`config.mk`:
```
export PLATFORM = sky130hd
export DESIGN_NAME = grid_ray_obstacle_block_check_flat
export DESIGN_NICKNAME = d
export VERILOG_FILES = /design/src/rtl/core/grobc_pkg.sv /design/src/rtl/core/grobc_in_if.sv /design/src/rtl/core/grobc_out_if.sv /design/src/rtl/core/grobc_div.sv /design/src/rtl/core/grid_ray_obstacle_block_check.sv /design/src/flat_wrapper.sv
export SDC_FILE = /design/constraint.sdc
export NUM_CORES = 2
export LEC_CHECK = 0
export ABC_CLOCK_PERIOD_IN_PS = 16510
export BUFFER_PORTS_ARGS = -buffer_cell sky130_fd_sc_hd__buf_2
export CORE_MARGIN = 3
export CORE_UTILIZATION = 70
export CTS_BUF_LIST = sky130_fd_sc_hd__clkbuf_8
export CTS_CLUSTER_SIZE = 30
export DETAILED_ROUTE_END_ITERATION = 8
export GPL_TIMING_DRIVEN = 0
export HOLD_SLACK_MARGIN = 0.1
export PLACE_DENSITY = 0.88
export RECOVER_POWER = 50
export REMOVE_ABC_BUFFERS = 1
export SLEW_MARGIN = 40
export SYNTH_ARGS = -nofsm -noshare
export SYNTH_HDL_FRONTEND = slang
export SYNTH_SLANG_ARGS = --single-unit
export TNS_END_PERCENT = 10
```
`constraint.sdc`:
```
create_clock -name clk_i -period 16.51 [get_ports clk_i]
set_clock_uncertainty 0.1 [all_clocks]
set_input_delay 2.4765 -clock clk_i [delete_from_list [all_inputs] [get_ports clk_i]]
set_output_delay 2.4765 -clock clk_i [all_outputs]
set_load 0.05 [all_outputs]
```
`src/rtl/core/grobc_pkg.sv`:
```
package grobc_pkg;

  typedef enum logic [2:0] {
    S_IDLE,
    S_SQ_MUL,
    S_SQ_ACC,
    S_CHECK,
    S_DIV_START,
    S_DIV_WAIT,
    S_FINISH
  } grobc_state_e;

  // Step codes of the squaring pass and of the slope pass
  typedef logic [2:0] step_t;

  localparam step_t SQ_OBS_X  = 3'd0;
  localparam step_t SQ_OBS_Y  = 3'd1;
  localparam step_t SQ_NODE_X = 3'd2;
  localparam step_t SQ_NODE_Y = 3'd3;
  localparam step_t SQ_GOAL_X = 3'd4;
  localparam step_t SQ_GOAL_Y = 3'd5;

  localparam step_t DIV_GOAL = 3'd0;
  localparam step_t DIV_C0   = 3'd1;
  localparam step_t DIV_C1   = 3'd2;
  localparam step_t DIV_C2   = 3'd3;
  localparam step_t DIV_C3   = 3'd4;

  localparam int unsigned SLOPE_W = 32;

  localparam logic signed [SLOPE_W-1:0] SLOPE_MAX = 32'sh7FFF_FFFF;
  localparam logic signed [SLOPE_W-1:0] SLOPE_MIN = 32'sh8000_0000;

  // Quotient magnitude limits before saturation
  localparam logic [SLOPE_W:0] POS_LIMIT = 33'h0_7FFF_FFFF;
  localparam logic [SLOPE_W:0] NEG_LIMIT = 33'h0_8000_0000;

  typedef struct packed {
    logic start;
    logic neg;
  } div_ctrl_t;

  typedef struct packed {
    logic busy;
    logic done;
  } div_stat_t;

endpackage

```
`src/rtl/core/grobc_in_if.sv`:
```
interface grobc_in_if #(
  parameter int unsigned COORD_BITS = 16
);
  logic                         valid;
  logic                         ready;
  logic signed [COORD_BITS-1:0] center_x;
  logic signed [COORD_BITS-1:0] center_y;
  logic signed [COORD_BITS-1:0] goal_x;
  logic signed [COORD_BITS-1:0] goal_y;
  logic signed [COORD_BITS-1:0] node_x;
  logic signed [COORD_BITS-1:0] node_y;
  logic signed [COORD_BITS-1:0] obs_x;
  logic signed [COORD_BITS-1:0] obs_y;
  logic                         obstacle_present;
  logic                         last_obstacle;

  modport source (
    output valid, center_x, center_y, goal_x, goal_y, node_x, node_y,
           obs_x, obs_y, obstacle_present, last_obstacle,
    input  ready
  );

  modport sink (
    input  valid, center_x, center_y, goal_x, goal_y, node_x, node_y,
           obs_x, obs_y, obstacle_present, last_obstacle,
    output ready
  );
endinterface

```
`src/rtl/core/grobc_out_if.sv`:
```
interface grobc_out_if;
  logic valid;
  logic ready;
  logic blocked;

  modport source (
    output valid, blocked,
    input  ready
  );

  modport sink (
    input  valid, blocked,
    output ready
  );
endinterface

```
`src/rtl/core/grobc_div.sv`:
```
module grobc_div
  import grobc_pkg::*;
#(
  parameter int unsigned MAG_W  = 18,
  parameter int unsigned FRAC_W = 16
) (
  input  logic                      clk_i,
  input  logic                      rst_ni,
  input  div_ctrl_t                 ctrl_i,
  input  logic [MAG_W-1:0]          num_i,
  input  logic [MAG_W-1:0]          den_i,
  output div_stat_t                 stat_o,
  output logic signed [SLOPE_W-1:0] slope_o
);

  localparam int unsigned NW = MAG_W + FRAC_W;
  localparam int unsigned QW = (NW > SLOPE_W + 1) ? NW : SLOPE_W + 1;
  localparam int unsigned CW = $clog2(NW + 1);

  logic [NW-1:0]    quo_q;
  logic [MAG_W-1:0] rem_q;
  logic [MAG_W-1:0] den_q;
  logic             neg_q;
  logic [CW-1:0]    cnt_q;
  logic             busy_q;
  logic             done_q;

  logic [MAG_W:0]   trial;
  logic [MAG_W:0]   diff;
  logic             fits;
  logic [QW-1:0]    qx;
  logic [SLOPE_W-1:0] qlow;

  // Restoring division: one quotient bit per cycle
  assign trial = {rem_q, quo_q[NW-1]};
  assign diff  = trial - {1'b0, den_q};
  assign fits  = trial >= {1'b0, den_q};

  always_ff @(posedge clk_i or negedge rst_ni) begin
    if (!rst_ni) begin
      busy_q <= 1'b0;
      done_q <= 1'b0;
      cnt_q  <= '0;
    end else begin
      done_q <= 1'b0;
      if (ctrl_i.start) begin
        busy_q <= 1'b1;
        cnt_q  <= CW'(NW);
      end else if (busy_q) begin
        cnt_q <= cnt_q - CW'(1);
        if (cnt_q == CW'(1)) begin
          busy_q <= 1'b0;
          done_q <= 1'b1;
        end
      end
    end
  end

  always_ff @(posedge clk_i) begin
    if (ctrl_i.start) begin
      quo_q <= {num_i, {FRAC_W{1'b0}}};
      rem_q <= '0;
      den_q <= den_i;
      neg_q <= ctrl_i.neg;
    end else if (busy_q) begin
      rem_q <= fits ? diff[MAG_W-1:0] : trial[MAG_W-1:0];
      quo_q <= {quo_q[NW-2:0], fits};
    end
  end

  assign qx   = QW'(quo_q);
  assign qlow = qx[SLOPE_W-1:0];

  // Saturate to the signed 32-bit range
  always_comb begin
    if (neg_q) begin
      if (qx > QW'(NEG_LIMIT)) begin
        slope_o = SLOPE_MIN;
      end else begin
        slope_o = $signed(~qlow + 32'd1);
      end
    end else begin
      if (qx > QW'(POS_LIMIT)) begin
        slope_o = SLOPE_MAX;
      end else begin
        slope_o = $signed(qlow);
      end
    end
  end

  assign stat_o.busy = busy_q;
  assign stat_o.done = done_q;

endmodule

```
`src/rtl/core/grid_ray_obstacle_block_check.sv`:
```
// Ray obstacle check for one candidate node of a grid planner.
// item_i carries one obstacle cell per transaction together with the center,
// goal and node cells; last_obstacle closes a run. An item with
// obstacle_present low tests nothing (use it, marked last, for an empty list).
// result_o carries one transaction per run, sent for the item marked last:
// blocked is high when any obstacle of the run lies between center and goal
// in squared distance (beyond it lies the node) and its four half-cell
// corner slopes bracket the goal slope strictly.
// One item at a time: item_i.ready is high only while the sequencer idles.
// A real obstacle takes six squarings on the shared squarer, then five
// divisions (goal slope, four corner slopes) on one bit-serial divider at one
// quotient bit per cycle; a zero goal denominator saturates the goal slope
// without dividing. Items that fail the distance test skip the divisions;
// marker items go straight to the finish state.
// A finished result sits in an output register; a stalled receiver holds
// the block only when a further run ends before that result is taken.
// Reset clears the run flag, the sequencer and the output valid.
module grid_ray_obstacle_block_check
  import grobc_pkg::*;
#(
  parameter int unsigned COORD_BITS      = 16,
  parameter int unsigned SLOPE_FRAC_BITS = 16
) (
  input  logic          clk_i,
  input  logic          rst_ni,
  grobc_in_if.sink      item_i,
  grobc_out_if.source   result_o
);

  localparam int unsigned C     = COORD_BITS;
  localparam int unsigned PW    = 2 * C + 2;
  localparam int unsigned DW    = 2 * C + 3;
  localparam int unsigned SW    = C + 3;
  localparam int unsigned MAG_W = C + 2;

  localparam logic signed [SW-1:0] SONE = SW'(1);

  grobc_state_e state_q, state_d;

  logic signed [C-1:0] cx_q, cy_q, gx_q, gy_q, nx_q, ny_q, ox_q, oy_q;
  logic                present_q;
  logic                last_q;

  step_t               sq_idx_q;
  step_t               div_idx_q;
  logic [PW-1:0]       prod_q;
  logic [DW-1:0]       dist_ob_q, dist_nd_q, dist_gl_q;
  logic                dist_ok_q;
  logic signed [SLOPE_W-1:0] kg_q;
  logic                lt_q, gt_q;
  logic                hit_seen_q;
  logic                out_valid_q;
  logic                out_blocked_q;

  logic signed [C:0]   dox, doy, dnx, dny, dgx, dgy;
  logic [C:0]          mul_op;
  logic [PW-1:0]       prod;
  logic signed [SW-1:0] ex, ey, gnum, gden;
  logic signed [SW-1:0] snum, sden;
  logic [MAG_W-1:0]    num_mag, den_mag;
  logic                goal_den_zero;
  logic                item_hit;
  logic                in_fire;
  logic                out_free;
  logic                out_load;
  logic                skip_div;

  div_ctrl_t                 div_ctrl;
  div_stat_t                 div_stat;
  logic signed [SLOPE_W-1:0] div_slope;

  assign in_fire  = item_i.valid && item_i.ready;
  assign out_free = !out_valid_q || result_o.ready;

  // Offsets from the center
  assign dox = $signed({ox_q[C-1], ox_q}) - $signed({cx_q[C-1], cx_q});
  assign doy = $signed({oy_q[C-1], oy_q}) - $signed({cy_q[C-1], cy_q});
  assign dnx = $signed({nx_q[C-1], nx_q}) - $signed({cx_q[C-1], cx_q});
  assign dny = $signed({ny_q[C-1], ny_q}) - $signed({cy_q[C-1], cy_q});
  assign dgx = $signed({gx_q[C-1], gx_q}) - $signed({cx_q[C-1], cx_q});
  assign dgy = $signed({gy_q[C-1], gy_q}) - $signed({cy_q[C-1], cy_q});

  // Shared squarer operand
  always_comb begin
    case (sq_idx_q)
      SQ_OBS_X:  mul_op = dox[C] ? 1'(0) - dox : dox;
      SQ_OBS_Y:  mul_op = doy[C] ? 1'(0) - doy : doy;
      SQ_NODE_X: mul_op = dnx[C] ? 1'(0) - dnx : dnx;
      SQ_NODE_Y: mul_op = dny[C] ? 1'(0) - dny : dny;
      SQ_GOAL_X: mul_op = dgx[C] ? 1'(0) - dgx : dgx;
      SQ_GOAL_Y: mul_op = dgy[C] ? 1'(0) - dgy : dgy;
      default:   mul_op = '0;
    endcase
  end

  assign prod = PW'(mul_op) * PW'(mul_op);

  // Doubled obstacle offsets for the half-cell corners, and the goal offsets
  assign ex   = {dox[C], dox, 1'b0};
  assign ey   = {doy[C], doy, 1'b0};
  assign gnum = {{2{dgy[C]}}, dgy};
  assign gden = {{2{dgx[C]}}, dgx};

  always_comb begin
    case (div_idx_q)
      DIV_GOAL: begin snum = gnum;      sden = gden;      end
      DIV_C0:   begin snum = ey + SONE; sden = ex - SONE; end
      DIV_C1:   begin snum = ey + SONE; sden = ex + SONE; end
      DIV_C2:   begin snum = ey - SONE; sden = ex + SONE; end
      DIV_C3:   begin snum = ey - SONE; sden = ex - SONE; end
      default:  begin snum = gnum;      sden = gden;      end
    endcase
  end

  assign num_mag       = MAG_W'(snum[SW-1] ? -snum : snum);
  assign den_mag       = MAG_W'(sden[SW-1] ? -sden : sden);
  assign goal_den_zero = (gden == '0);
  assign skip_div      = (div_idx_q == DIV_GOAL) && goal_den_zero;
  assign item_hit      = present_q && dist_ok_q && lt_q && gt_q;

  grobc_div #(
    .MAG_W  (MAG_W),
    .FRAC_W (SLOPE_FRAC_BITS)
  ) u_div (
    .clk_i   (clk_i),
    .rst_ni  (rst_ni),
    .ctrl_i  (div_ctrl),
    .num_i   (num_mag),
    .den_i   (den_mag),
    .stat_o  (div_stat),
    .slope_o (div_slope)
  );

  // Next state
  always_comb begin
    state_d = state_q;
    unique case (state_q)
      S_IDLE: begin
        if (in_fire) begin
          state_d = item_i.obstacle_present ? S_SQ_MUL : S_FINISH;
        end
      end
      S_SQ_MUL: state_d = S_SQ_ACC;
      S_SQ_ACC: state_d = (sq_idx_q == SQ_GOAL_Y) ? S_CHECK : S_SQ_MUL;
      S_CHECK: begin
        state_d = (dist_nd_q > dist_ob_q && dist_nd_q < dist_gl_q) ?
                  S_DIV_START : S_FINISH;
      end
      S_DIV_START: begin
        if (!skip_div) begin
          state_d = S_DIV_WAIT;
        end
      end
      S_DIV_WAIT: begin
        if (div_stat.done) begin
          state_d = (div_idx_q == DIV_C3) ? S_FINISH : S_DIV_START;
        end
      end
      S_FINISH: begin
        if (!last_q || out_free) begin
          state_d = S_IDLE;
        end
      end
      default: state_d = S_IDLE;
    endcase
  end

  // Sequencer outputs
  always_comb begin
    item_i.ready   = 1'b0;
    div_ctrl.start = 1'b0;
    div_ctrl.neg   = snum[SW-1] ^ sden[SW-1];
    out_load       = 1'b0;
    unique case (state_q)
      S_IDLE:      item_i.ready = 1'b1;
      S_DIV_START: div_ctrl.start = !skip_div;
      S_FINISH:    out_load = last_q && out_free;
      default:     ;
    endcase
  end

  always_ff @(posedge clk_i or negedge rst_ni) begin
    if (!rst_ni) begin
      state_q     <= S_IDLE;
      hit_seen_q  <= 1'b0;
      out_valid_q <= 1'b0;
    end else begin
      state_q <= state_d;
      if (state_q == S_FINISH) begin
        if (!last_q) begin
          hit_seen_q <= hit_seen_q | item_hit;
        end else if (out_free) begin
          hit_seen_q <= 1'b0;
        end
      end
      if (out_load) begin
        out_valid_q <= 1'b1;
      end else if (result_o.ready) begin
        out_valid_q <= 1'b0;
      end
    end
  end

  always_ff @(posedge clk_i) begin
    if (in_fire) begin
      cx_q      <= item_i.center_x;
      cy_q      <= item_i.center_y;
      gx_q      <= item_i.goal_x;
      gy_q      <= item_i.goal_y;
      nx_q      <= item_i.node_x;
      ny_q      <= item_i.node_y;
      ox_q      <= item_i.obs_x;
      oy_q      <= item_i.obs_y;
      present_q <= item_i.obstacle_present;
      last_q    <= item_i.last_obstacle;
      sq_idx_q  <= SQ_OBS_X;
      div_idx_q <= DIV_GOAL;
      dist_ok_q <= 1'b0;
      lt_q      <= 1'b0;
      gt_q      <= 1'b0;
    end
    if (state_q == S_SQ_MUL) begin
      prod_q <= prod;
    end
    if (state_q == S_SQ_ACC) begin
      sq_idx_q <= sq_idx_q + step_t'(1);
      case (sq_idx_q)
        SQ_OBS_X:  dist_ob_q <= DW'(prod_q);
        SQ_OBS_Y:  dist_ob_q <= dist_ob_q + DW'(prod_q);
        SQ_NODE_X: dist_nd_q <= DW'(prod_q);
        SQ_NODE_Y: dist_nd_q <= dist_nd_q + DW'(prod_q);
        SQ_GOAL_X: dist_gl_q <= DW'(prod_q);
        SQ_GOAL_Y: dist_gl_q <= dist_gl_q + DW'(prod_q);
        default:   ;
      endcase
    end
    if (state_q == S_CHECK) begin
      dist_ok_q <= dist_nd_q > dist_ob_q && dist_nd_q < dist_gl_q;
    end
    // Zero goal denominator: saturate and advance without dividing
    if (state_q == S_DIV_START && skip_div) begin
      kg_q      <= SLOPE_MAX;
      div_idx_q <= div_idx_q + step_t'(1);
    end
    if (state_q == S_DIV_WAIT && div_stat.done) begin
      div_idx_q <= div_idx_q + step_t'(1);
      if (div_idx_q == DIV_GOAL) begin
        kg_q <= div_slope;
      end else begin
        lt_q <= lt_q | (div_slope < kg_q);
        gt_q <= gt_q | (div_slope > kg_q);
      end
    end
    if (out_load) begin
      out_blocked_q <= hit_seen_q | item_hit;
    end
  end

  assign result_o.valid   = out_valid_q;
  assign result_o.blocked = out_blocked_q;

  a_ready_div_idle: assert property (@(posedge clk_i) disable iff (!rst_ni)
    item_i.ready |-> !div_stat.busy)
    else $error("input ready while the divider is busy");

  a_done_in_wait: assert property (@(posedge clk_i) disable iff (!rst_ni)
    div_stat.done |-> state_q == S_DIV_WAIT)
    else $error("divider finished outside the wait state");

  a_div_needs_dist: assert property (@(posedge clk_i) disable iff (!rst_ni)
    div_ctrl.start |-> present_q && dist_ok_q)
    else $error("division started for an item that failed the distance test");

  a_run_flag_clear: assert property (@(posedge clk_i) disable iff (!rst_ni)
    out_load |=> !hit_seen_q && out_valid_q)
    else $error("run flag not cleared after the result was loaded");

endmodule

```
`src/flat_wrapper.sv`:
```
// flat-port wrapper written by rule: the top's interface ports become plain ports
module grid_ray_obstacle_block_check_flat import grobc_pkg::*;
#(
  parameter int unsigned COORD_BITS      = 16,
  parameter int unsigned SLOPE_FRAC_BITS = 16
)
  (clk_i, rst_ni, item_i_valid, item_i_center_x, item_i_center_y, item_i_goal_x, item_i_goal_y, item_i_node_x, item_i_node_y, item_i_obs_x, item_i_obs_y, item_i_obstacle_present, item_i_last_obstacle, item_i_ready, result_o_valid, result_o_blocked, result_o_ready);
  grobc_in_if #(.COORD_BITS(COORD_BITS)) item_i_i ();
  grobc_out_if result_o_i ();
  input  logic clk_i;
  input  logic rst_ni;
  input wire logic [$bits(item_i_i.valid)-1:0] item_i_valid;
  input wire logic [$bits(item_i_i.center_x)-1:0] item_i_center_x;
  input wire logic [$bits(item_i_i.center_y)-1:0] item_i_center_y;
  input wire logic [$bits(item_i_i.goal_x)-1:0] item_i_goal_x;
  input wire logic [$bits(item_i_i.goal_y)-1:0] item_i_goal_y;
  input wire logic [$bits(item_i_i.node_x)-1:0] item_i_node_x;
  input wire logic [$bits(item_i_i.node_y)-1:0] item_i_node_y;
  input wire logic [$bits(item_i_i.obs_x)-1:0] item_i_obs_x;
  input wire logic [$bits(item_i_i.obs_y)-1:0] item_i_obs_y;
  input wire logic [$bits(item_i_i.obstacle_present)-1:0] item_i_obstacle_present;
  input wire logic [$bits(item_i_i.last_obstacle)-1:0] item_i_last_obstacle;
  output wire logic [$bits(item_i_i.ready)-1:0] item_i_ready;
  output wire logic [$bits(result_o_i.valid)-1:0] result_o_valid;
  output wire logic [$bits(result_o_i.blocked)-1:0] result_o_blocked;
  input wire logic [$bits(result_o_i.ready)-1:0] result_o_ready;
  assign item_i_i.valid = item_i_valid;
  assign item_i_i.center_x = item_i_center_x;
  assign item_i_i.center_y = item_i_center_y;
  assign item_i_i.goal_x = item_i_goal_x;
  assign item_i_i.goal_y = item_i_goal_y;
  assign item_i_i.node_x = item_i_node_x;
  assign item_i_i.node_y = item_i_node_y;
  assign item_i_i.obs_x = item_i_obs_x;
  assign item_i_i.obs_y = item_i_obs_y;
  assign item_i_i.obstacle_present = item_i_obstacle_present;
  assign item_i_i.last_obstacle = item_i_last_obstacle;
  assign item_i_ready = item_i_i.ready;
  assign result_o_valid = result_o_i.valid;
  assign result_o_blocked = result_o_i.blocked;
  assign result_o_i.ready = result_o_ready;
  grid_ray_obstacle_block_check #(.COORD_BITS(COORD_BITS), .SLOPE_FRAC_BITS(SLOPE_FRAC_BITS)) u_core (.clk_i(clk_i), .rst_ni(rst_ni), .item_i(item_i_i), .result_o(result_o_i));
endmodule
```
==> summary.txt <==
Hold path
  • Worst hold start: u_core.kg_q[2]$_DFF_P_
  • Hold EP: u_core.kg_q[2]$_DFF_P_
  • Worst hold-check path type: reg -> reg
  • Hold path depth: 1

Timing
  • Post-layout minimum cycle time: 12.01 ns
  • Final Max Tran Viols: between 200 and 250
  • Hold Vio Cnt, Final: 0
  • Worst-margin pin slew: 2.40 ns
  • RSZ-0062 raised after global routing: false
  • WHS: 0.362 ns
  • Final setup vio count: 0
  • Setup TNS: 0 ns
  • Period utilization: 72.7%
  • Max-slew headroom: -60.0%
  • Fmax: 83.3 MHz

Synth
  • Post-synth EDFFs: 313
  • Top-area cell type share of the netlist area: 23.1%
  • Synth Register Bits: 394
  • Leading area contributor after synthesis: edfxtp_1
  • Sequential area share after synthesis: a little over a quarter
  • Mean Syn Cell Area: between 8 and 9 um^2
  • Synth async-reset ratio: 3.30%
  • Synthesis Warnings: 0
  • Ranking of synthesized cells by area: edfxtp_1 (23%), ha_1 (14%), fa_1 (9.7%)
  • Synthesized area: between 0.04 and 0.05 mm^2
  • Mapped Cells: 4538
  • Top FF cell, synth: edfxtp_1
  • Synth cell types: 108

Route
  • DRT antenna net count: 0
  • Via density: 6.41
  • DRC viols: 0
  • Routed WL per cell: 19.7 um
  • Pre-Repair DR Iteration Count: 6
  • Initial DRC Count: 2908
  • Post-Route WL: between 100000 and 150000 um
  • Via count: 35000

Floorplanning
  • Rows: 87
  • Die height: 247 um
  • Die X: between 200 and 250 um
  • Number of placed I/O pins: roughly 140
  • CORE AREA: 0.0569 mm^2
  • Starting Density: 71.6%
  • Die area: 0.0611 mm^2

Clock tree
  • CTS Root Cell: clkbuf_8
  • # hold bufs at CTS: 0
  • Max Buffers Root-to-Sink: 3
  • CTS tree: yes
  • Clk sinks: 394
  • Worst-path clk slew: 0.06 ns
  • Num CTS Buffers: 69
  • Worst-Skew Late Latency: 0.69 ns
  • CTS H-tree lvls: 3
  • Setup Buffers After CTS: 0
  • Post-CTS sizing: 0

Layout
  • Most common cell after layout, fill and taps aside: inv_1
  • Share of layout cells above drive strength 1: 7.73%
  • Final net count: 5420
  • Commonest cells after routing, fill and taps aside: inv_1 (537), ha_1 (441), nand2_1 (388)
  • Area Overhead vs Synth: 7.09%

GRT
  • First-pass GRT wire length: between 150000 and 200000 um
  • GRT overflow: 0
  • Vias in the first global route: 34800
  • Pin count of the biggest net entering global routing: 88
  • Initial antenna violation count: 2
  • GRT Util Overall: a little over a third

Outcome
  • Status: finished with violations
  • Failing checks: capacitance limit, slew limit

Setup path
  • R2R cell count: 36
  • Crit path max fanout: 15
  • Worst Path Arrival: ~12 ns
  • Startpoint Class: register
  • Setup crit end kind: register
  • Slowest library cell on the worst path: or4_1
  • Worst r2r src: u_core.cx_q[1]$_DFFE_PP_
  • R2R Setup Slk: 4.50 ns
  • CP required: 16.83 ns
  • Critical setup path kind: reg -> reg
  • CP max stage delay: 0.93 ns
  • Crit-path most repeated cell: fa_1
  • Worst r2r dst: u_core.prod_q[33]$_DFFE_PP_

Placed design
  • HPWL Detailed: 83500 um
  • Placer congestion estimate: 1.06
  • PortBufs: 136

Flow run
  • Max-cap viol count: 6
-- critical path: cells and delay by family, from the launching register on --
family | cells | cell delay [ns]
XOR/XNOR | 2 | 0.79
buffers and inverters | 6 | 0.83
AND/OR/NAND/NOR | 6 | 1.69
flip-flops | 1 | 0.53
AO/OA/AOI/OAI | 14 | 3.83
adder cells (fa/ha/maj) | 8 | 3.96
-- layout make-up --
cell class / instances / area [um^2]
sequential: 394 / 11100
fill: 3931 / 13300
multi-input combinational: 3499 / 27400
inverter: 514 / 1930
clock buffer: 71 / 977
timing repair buffer: 170 / 932
antenna: 2 / 5.00
tap: 756 / 946
clock inverter: 49 / 323
-- stage by stage --
| stage | instances | instance area (um^2) | setup WS (ns) | util [%] |
|---|---|---|---|---|
| 3_3_place_gp | 5299 | 41900 | 3.69 | 73.5 |
| 3_5_place_dp | 5333 | 42500 | 4.81 | 74.6 |
| 5_1_grt | 5455 | 43600 | 4.09 | 76.6 |
| 6_report | 5455 | 43600 | 4.50 | 76.6 |
| 2_1_floorplan | 4407 | 40200 | 6.21 | - |
| 4_1_cts | 5453 | 43800 | 4.74 | 76.9 |
-- cells in the mapped netlist, drive strengths merged (20+ instances only) --
cell    instances
and3           32
o21a           66
a21o          133
and2           46
o21bai         24
or2            20
nor2          346
nor4           22
o31ai          35
o22a           26
inv           511
nand3          92
nand2b         58
o311ai         27
edfxtp        313
a31oi          48
nor3           87
fa            197
xnor2         174
o211ai         36
buf            20
o21ai         250
clkbuf        111
nand4          43
a211oi         58
a21oi         249
mux2           35
nand2         392
or3            42
ha            441
xor2          130
nor2b          54
mux2i          41
dfxtp          68
-- layer usage --
layer / part of all wire [%] / track usage (%) / vias to the layer above
met5: 0 / 0 / -
met4: 6.4 / 20.7 / 0
met3: 7.8 / 6.35 / 408
met2: 47 / 59.6 / 1572
met1: 39 / 42.7 / 16500
li1: - / - / 16500
-- registers in the layout (all words and copies together), names as in the netlist, 3 cells and up --
register            flops
u_core.sq_idx_q         3
u_core.state_q          3
u_core.ny_q            16
u_core.u_div.cnt_q      6
u_core.nx_q            16
u_core.u_div.quo_q     34
u_core.prod_q          33
u_core.gy_q            16
u_core.u_div.den_q     18
u_core.kg_q            32
u_core.cx_q            16
u_core.oy_q            16
u_core.ox_q            16
u_core.u_div.rem_q     18
u_core.dist_ob_q       35
u_core.cy_q            16
u_core.div_idx_q        3
u_core.gx_q            16
u_core.dist_gl_q       35
u_core.dist_nd_q       35
-- cell families after synthesis --
family	count (synthesis)	share of synthesized area, %
simple gates	1306	15.5
compound gates	1174	19.5
mux	76	1.97
buf+inv	645	5.99
flops	394	27.2
fa+ha+maj	638	23.2
xor+xnor	305	6.61
-- worst max path at each step --
stage	depth (start not counted)	end	start	slack, ns
after CTS	36	u_core.prod_q[33]$_DFFE_PP_	u_core.cx_q[1]$_DFFE_PP_	4.74
after global routing	36	u_core.prod_q[33]$_DFFE_PP_	u_core.cx_q[1]$_DFFE_PP_	4.09
after detailed placement	36	u_core.prod_q[33]$_DFFE_PP_	u_core.cx_q[1]$_DFFE_PP_	4.81
after floorplan	39	u_core.prod_q[33]$_DFFE_PP_	u_core.oy_q[0]$_DFFE_PP_	6.21
final	36	u_core.prod_q[33]$_DFFE_PP_	u_core.cx_q[1]$_DFFE_PP_	4.50
after global placement	36	u_core.prod_q[33]$_DFFE_PP_	u_core.cy_q[1]$_DFFE_PP_	3.69
Power is not shown: default switching activity piles up to over one toggle a cycle in this logic, so the estimate is an artifact.
